===== config.mk =====
export PLATFORM = sky130hd
export DESIGN_NAME = sfa_ctrl
export DESIGN_NICKNAME = d
export VERILOG_FILES = /design/src/hdl/sfa_pkg.sv /design/src/hdl/sfa_ctrl.sv
export SDC_FILE = /design/constraint.sdc
export NUM_CORES = 1
export LEC_CHECK = 0
export ABC_AREA = 0
export BUFFER_PORTS_ARGS = -buffer_cell sky130_fd_sc_hd__buf_2
export CORE_AREA = 10 10 47 49
export DETAILED_ROUTE_END_ITERATION = 10
export DIE_AREA = 0 0 57 59
export PLACE_DENSITY = 0.7
export SKIP_LAST_GASP = 1
export SYNTH_ARGS = -nofsm -noshare
export SYNTH_HDL_FRONTEND = slang
export SYNTH_SLANG_ARGS = --single-unit

===== constraint.sdc =====
create_clock -name i_clk -period 2 [get_ports i_clk]
set_input_delay 0.4 -clock i_clk [delete_from_list [all_inputs] [get_ports i_clk]]
set_output_delay 0.4 -clock i_clk [all_outputs]
set_load 0.02 [all_outputs]

===== src/hdl/sfa_pkg.sv =====
`timescale 1ns / 1ps
`default_nettype none
package sfa_pkg;

    localparam int CMD_W   = 2;
    localparam int REQ_W   = 14;
    localparam int ADDR_W  = 32;
    localparam int STAT_W  = 2;
    localparam int CNT_W   = 12;
    localparam int AVAIL_W = 15;
    localparam int CFG_IDX_W  = 1;
    localparam int CFG_DATA_W = 32;

    typedef enum logic [CMD_W-1:0] {
        CMD_ALLOC = 2'd0,
        CMD_FREE  = 2'd1,
        CMD_CLEAR = 2'd2,
        CMD_NONE  = 2'd3
    } t_cmd;

    typedef enum logic [STAT_W-1:0] {
        ST_OK       = 2'd0,
        ST_NO_SPACE = 2'd1,
        ST_NOT_IN   = 2'd2,
        ST_LIST_FULL = 2'd3
    } t_status;

    localparam logic [CFG_IDX_W-1:0] CFG_BASE  = 1'd0;
    localparam logic [CFG_IDX_W-1:0] CFG_BYTES = 1'd1;

    typedef struct packed {
        logic [CMD_W-1:0]  command;
        logic [REQ_W-1:0]  request_bytes;
        logic [ADDR_W-1:0] address;
    } t_in_word;

    typedef struct packed {
        logic [STAT_W-1:0]  status;
        logic [ADDR_W-1:0]  address_res;
        logic [CNT_W-1:0]   object_count;
        logic [AVAIL_W-1:0] bytes_available;
    } t_out_word;

    typedef enum logic [3:0] {
        S_IDLE,
        S_DECODE,
        S_CLASS,
        S_ENTRY_RD,
        S_SIZE_RD,
        S_CHECK,
        S_SHIFT,
        S_TAKE,
        S_BUMP,
        S_FREE_RD,
        S_FREE_PUSH,
        S_CLEAR,
        S_FINISH
    } t_state;

    typedef struct packed {
        logic load;
        logic class_init;
        logic class_load;
        logic class_next;
        logic entry_rd;
        logic size_rd;
        logic entry_next;
        logic shift_step;
        logic take;
        logic bump;
        logic free_rd;
        logic free_push;
        logic clear;
        logic finish;
    } t_ctl;

    typedef struct packed {
        t_cmd cmd;
        logic class_end;
        logic class_empty;
        logic list_empty;
        logic fits;
        logic shift_done;
        logic bump_ok;
        logic free_ok;
        logic clear_ok;
    } t_sts;

endpackage
`default_nettype wire


===== src/hdl/sfa_ctrl.sv =====
`timescale 1ns / 1ps
`default_nettype none
module sfa_ctrl (
    input  wire logic        i_clk,
    input  wire logic        i_rst_n,
    input  wire logic        i_start,
    input  wire sfa_pkg::t_sts i_sts,
    output sfa_pkg::t_ctl    o_ctl,
    output logic             o_busy
);
    import sfa_pkg::*;

    t_state r_state, n_state;

    always_ff @(posedge i_clk) begin
        if (!i_rst_n) begin
            r_state <= S_IDLE;
        end else begin
            r_state <= n_state;
        end
    end

    always_comb begin
        n_state = r_state;
        case (r_state)
            S_IDLE:      if (i_start) n_state = S_DECODE;
            S_DECODE: begin
                case (i_sts.cmd)
                    CMD_ALLOC: n_state = S_CLASS;
                    CMD_FREE:  n_state = i_sts.free_ok ? S_FREE_RD : S_FINISH;
                    CMD_CLEAR: n_state = S_CLEAR;
                    default:   n_state = S_FINISH;
                endcase
            end
            S_CLASS: begin
                if (i_sts.class_end)        n_state = S_BUMP;
                else if (i_sts.class_empty) n_state = S_CLASS;
                else                        n_state = S_ENTRY_RD;
            end
            S_ENTRY_RD:  n_state = S_SIZE_RD;
            S_SIZE_RD:   n_state = S_CHECK;
            S_CHECK: begin
                if (i_sts.fits)            n_state = S_SHIFT;
                else if (i_sts.list_empty) n_state = S_CLASS;
                else                       n_state = S_ENTRY_RD;
            end
            S_SHIFT:     if (i_sts.shift_done) n_state = S_TAKE;
            S_TAKE:      n_state = S_FINISH;
            S_BUMP:      n_state = S_FINISH;
            S_FREE_RD:   n_state = S_FREE_PUSH;
            S_FREE_PUSH: n_state = S_FINISH;
            S_CLEAR:     n_state = S_FINISH;
            S_FINISH:    n_state = S_IDLE;
            default:     n_state = S_IDLE;
        endcase
    end

    always_comb begin
        o_ctl = '0;
        case (r_state)
            S_IDLE:      o_ctl.load = i_start;
            S_DECODE:    o_ctl.class_init = 1'b1;
            S_CLASS:     o_ctl.class_load = 1'b1;
            S_ENTRY_RD:  o_ctl.entry_rd = 1'b1;
            S_SIZE_RD:   o_ctl.size_rd = 1'b1;
            S_CHECK:     o_ctl.entry_next = 1'b1;
            S_SHIFT:     o_ctl.shift_step = 1'b1;
            S_TAKE:      o_ctl.take = 1'b1;
            S_BUMP:      o_ctl.bump = 1'b1;
            S_FREE_RD:   o_ctl.free_rd = 1'b1;
            S_FREE_PUSH: o_ctl.free_push = 1'b1;
            S_CLEAR:     o_ctl.clear = 1'b1;
            S_FINISH:    o_ctl.finish = 1'b1;
            default:     o_ctl = '0;
        endcase
        o_busy = (r_state != S_IDLE);
    end
endmodule
`default_nettype wire


==> summary.txt <==
Period minus WS final -> 1.76 ns
I/O Pins -> 28
Hold Crit Class -> in2reg
Cell Area, Placed -> 542 um2
Dpl ws -> 0.376 ns
Maximum VDD drop -> 0.000651 V
RSZ-0062 raised after global routing -> no
Number of global-route vias before repair -> 484
P&R area growth vs syn -> 30.3%
Synth Area in XOR/XNOR -> 2.02%
Synth warnings -> 0
Clock transition at the registers of the reported paths -> 0.04 ns
Fill count -> 158
First-iteration detailed-routing DRC count -> 1
Syn Inst Count -> 62
WP data required -> 1.60 ns
DRC -> 0
Clock Path Buffers -> 2
Diode count -> 0
Top Layer Used -> met3
Compound-cell area share of the yosys netlist -> 21.6%
First-pass GRT wire length -> 2.08 mm
Top flop regs -> r_state: 4 flops
Htree depth -> 1
Average vias per placed instance -> 4.85
Setup violators final -> 0
Final Cycle Share -> 87.9%
Max Cap Viol -> 0
Core area -> 1400 um2
Max FFs per register -> 4
Fmax achieved -> 569 MHz
Crit path launch type -> register
Die extent in y -> 59 um
Hold Vio Cnt, Final -> 0
Post-cts gate resize count -> 0
Crit-path cells -> inv_1 -> nand2_1 -> nor3_1 -> buf_2
Critical path's largest stage delay -> 0.56 ns
Total GRT Usage -> 7.23%
Largest Register -> r_state
Largest family of logic cells by synthesized area -> simple AND/OR/NAND/NOR gates
FP Rows -> 14
PD cells -> 1440 nW/um2
WL per Instance -> 12.3 um
Syn_nets -> 75
Avg Cell Area, Syn -> 7.00 um2
CTS Sinks -> 4
Post-DP HPWL -> 1.00 mm
# Post-CTS Setup Buffers -> 0
CP Buf/Inv Count -> 2
Post-Synth Simple-Gate Area -> 44.7%
Max-slew violations -> 0
Setup tns final -> 0 ns
CTS tree -> yes
Worst path slowest cell -> dfxtp_1
Post-Synth Adder-Cell Area -> 0%
Drt total wl -> 1.24 mm
Via count -> 490
Register area share after synthesis -> 18.4%
CP Max Fanout -> 11
Num CTS Buffers -> 3
Pin count of the biggest net entering global routing -> 16
ANT nets after route -> 0
Post-CTS Hold Fix Bufs -> 0
Multiplexer share of the synthesized area -> 2.31%
Register bit total from synthesis -> 4
First drt pass iteration count -> 4
Syn Std Cell Area -> 434 um2
Die area -> 3360 um2
Leak -> 0.000271 uW
Final Instance Area -> 566 um2
NumNets Final -> 100
Outcome -> completed
IO Port Bufs -> 24
Metal-1 WL -> 554 um
Crit Path Category -> reg2out
PnR worst setup slack -> 0.241 ns
Met3 wire length -> 109 um
Remaining global-route overflow -> 0
Die Wd -> 57 um
Fraction of layout cells with a size suffix above 1 -> 38.8%
Family with the most delay on the worst path -> flip-flops
GP Congestion -> 0.842
Initial antenna violation count -> 0
Post-synth cell types -> 33
Metal2 WL -> 574 um
Clock skew -> 0.00261 ns
Clock Latency Late Sink -> 0.23 ns
Initial cell density of the core -> 31.0%
Worst setup EP type -> output pin
Root buf cell -> clkbuf_4
Critical Path AT -> 1.36 ns
-- cell usage in the layout, fill, tap and decap left out --
master	count
o221ai_1	1
a21oi_1	2
nand2b_2	1
nor3b_1	1
and2_1	1
conb_1	1
inv_1	1
o22ai_1	1
nor2_2	1
a31oi_1	1
o31ai_1	2
a21o_1	1
o21a_1	1
nor3_1	5
o21ai_1	2
nor2_1	9
nor2b_1	1
nand3_1	2
nand3b_1	1
buf_4	1
nor3_4	1
nor3b_2	1
dfxtp_1	3
buf_2	24
o211ai_1	1
xor2_1	1
nand2_1	6
and3_1	1
clkbuf_4	3
dfxtp_2	1
a22oi_1	1
mux2i_1	1
a21boi_1	1
nand2b_1	4
-- per-stage QoR --
step | std cells | utilization, % | total power [uW] | hold slack [ns]
2_1_floorplan | 62 | - | 610 | 0.518
5_1_grt | 101 | 40.4 | 908 | 0.440
3_3_place_gp | 98 | 38.7 | 720 | 0.662
4_1_cts | 101 | 40.3 | 829 | 0.424
6_report | 101 | 40.4 | 815 | 0.433
3_5_place_dp | 98 | 38.7 | 725 | 0.666
-- logic make-up (layout without fill, tap and decap cells) --
kind of cell,count (synthesis),in the layout
AO/OA/AOI/OAI,14,14
XOR/XNOR,1,1
buffers and inverters,6,29
flip-flops,4,4
multiplexers,1,1
other,1,1
AND/OR/NAND/NOR,35,35
-- synthesized netlist by cell type, drive strengths merged --
cell type / count / area share (%)
a21boi: 1 / 1.7
nor3: 6 / 9.5
nor2b: 1 / 1.4
o211ai: 1 / 1.7
nand2: 6 / 5.2
nand3b: 1 / 1.7
o21a: 1 / 1.7
inv: 1 / 0.86
nor3b: 2 / 4.6
nand2b: 5 / 7.8
a21oi: 2 / 2.3
buf: 5 / 9.2
conb: 1 / 0.86
o31ai: 2 / 3.5
nor2: 10 / 9.2
xor2: 1 / 2.0
a31oi: 1 / 1.4
o22ai: 1 / 1.4
a22oi: 1 / 1.7
a21o: 1 / 1.7
o21ai: 2 / 2.3
and3: 1 / 1.4
o221ai: 1 / 2.0
dfxtp: 4 / 18
mux2i: 1 / 2.3
nand3: 2 / 2.3
and2: 1 / 1.4
-- final cells by class --
class	instances	area (um2)	area share [%]
multi-input combinational	52	310	54.9
tap	16	20.0	3.54
inverter	1	3.75	0.664
sequential	4	81.3	14.4
timing repair buffer	25	128	22.6
clock buffer	3	22.5	3.98
-- final timing paths --
| path | startpoint | end | slack (ns) | depth (start not counted) |
|---|---|---|---|---|
| worst max-delay path | r_state[3] | o_ctl[11] | 0.24 | 4 |
| worst min-delay path | i_rst_n | r_state[1] | 0.43 | 2 |
| worst max register to register | r_state[0] | r_state[1] | 0.66 | 5 |
| worst min register to register | r_state[2] | r_state[0] | 0.68 | 2 |
-- where the power goes --
part | switching [uW] | internal, uW
Combinational | 285 | 204
Clock | 28.3 | 66.8
Sequential | 115 | 116
Total | 428 | 387
-- routing by layer --
layer,up-vias,GRT usage [%]
li1,263,-
met1,213,8.60
met2,14,11.0
met3,0,3.22
met4,0,3.02
met5,-,0
Note: power is estimated with default switching activity, not from simulation.
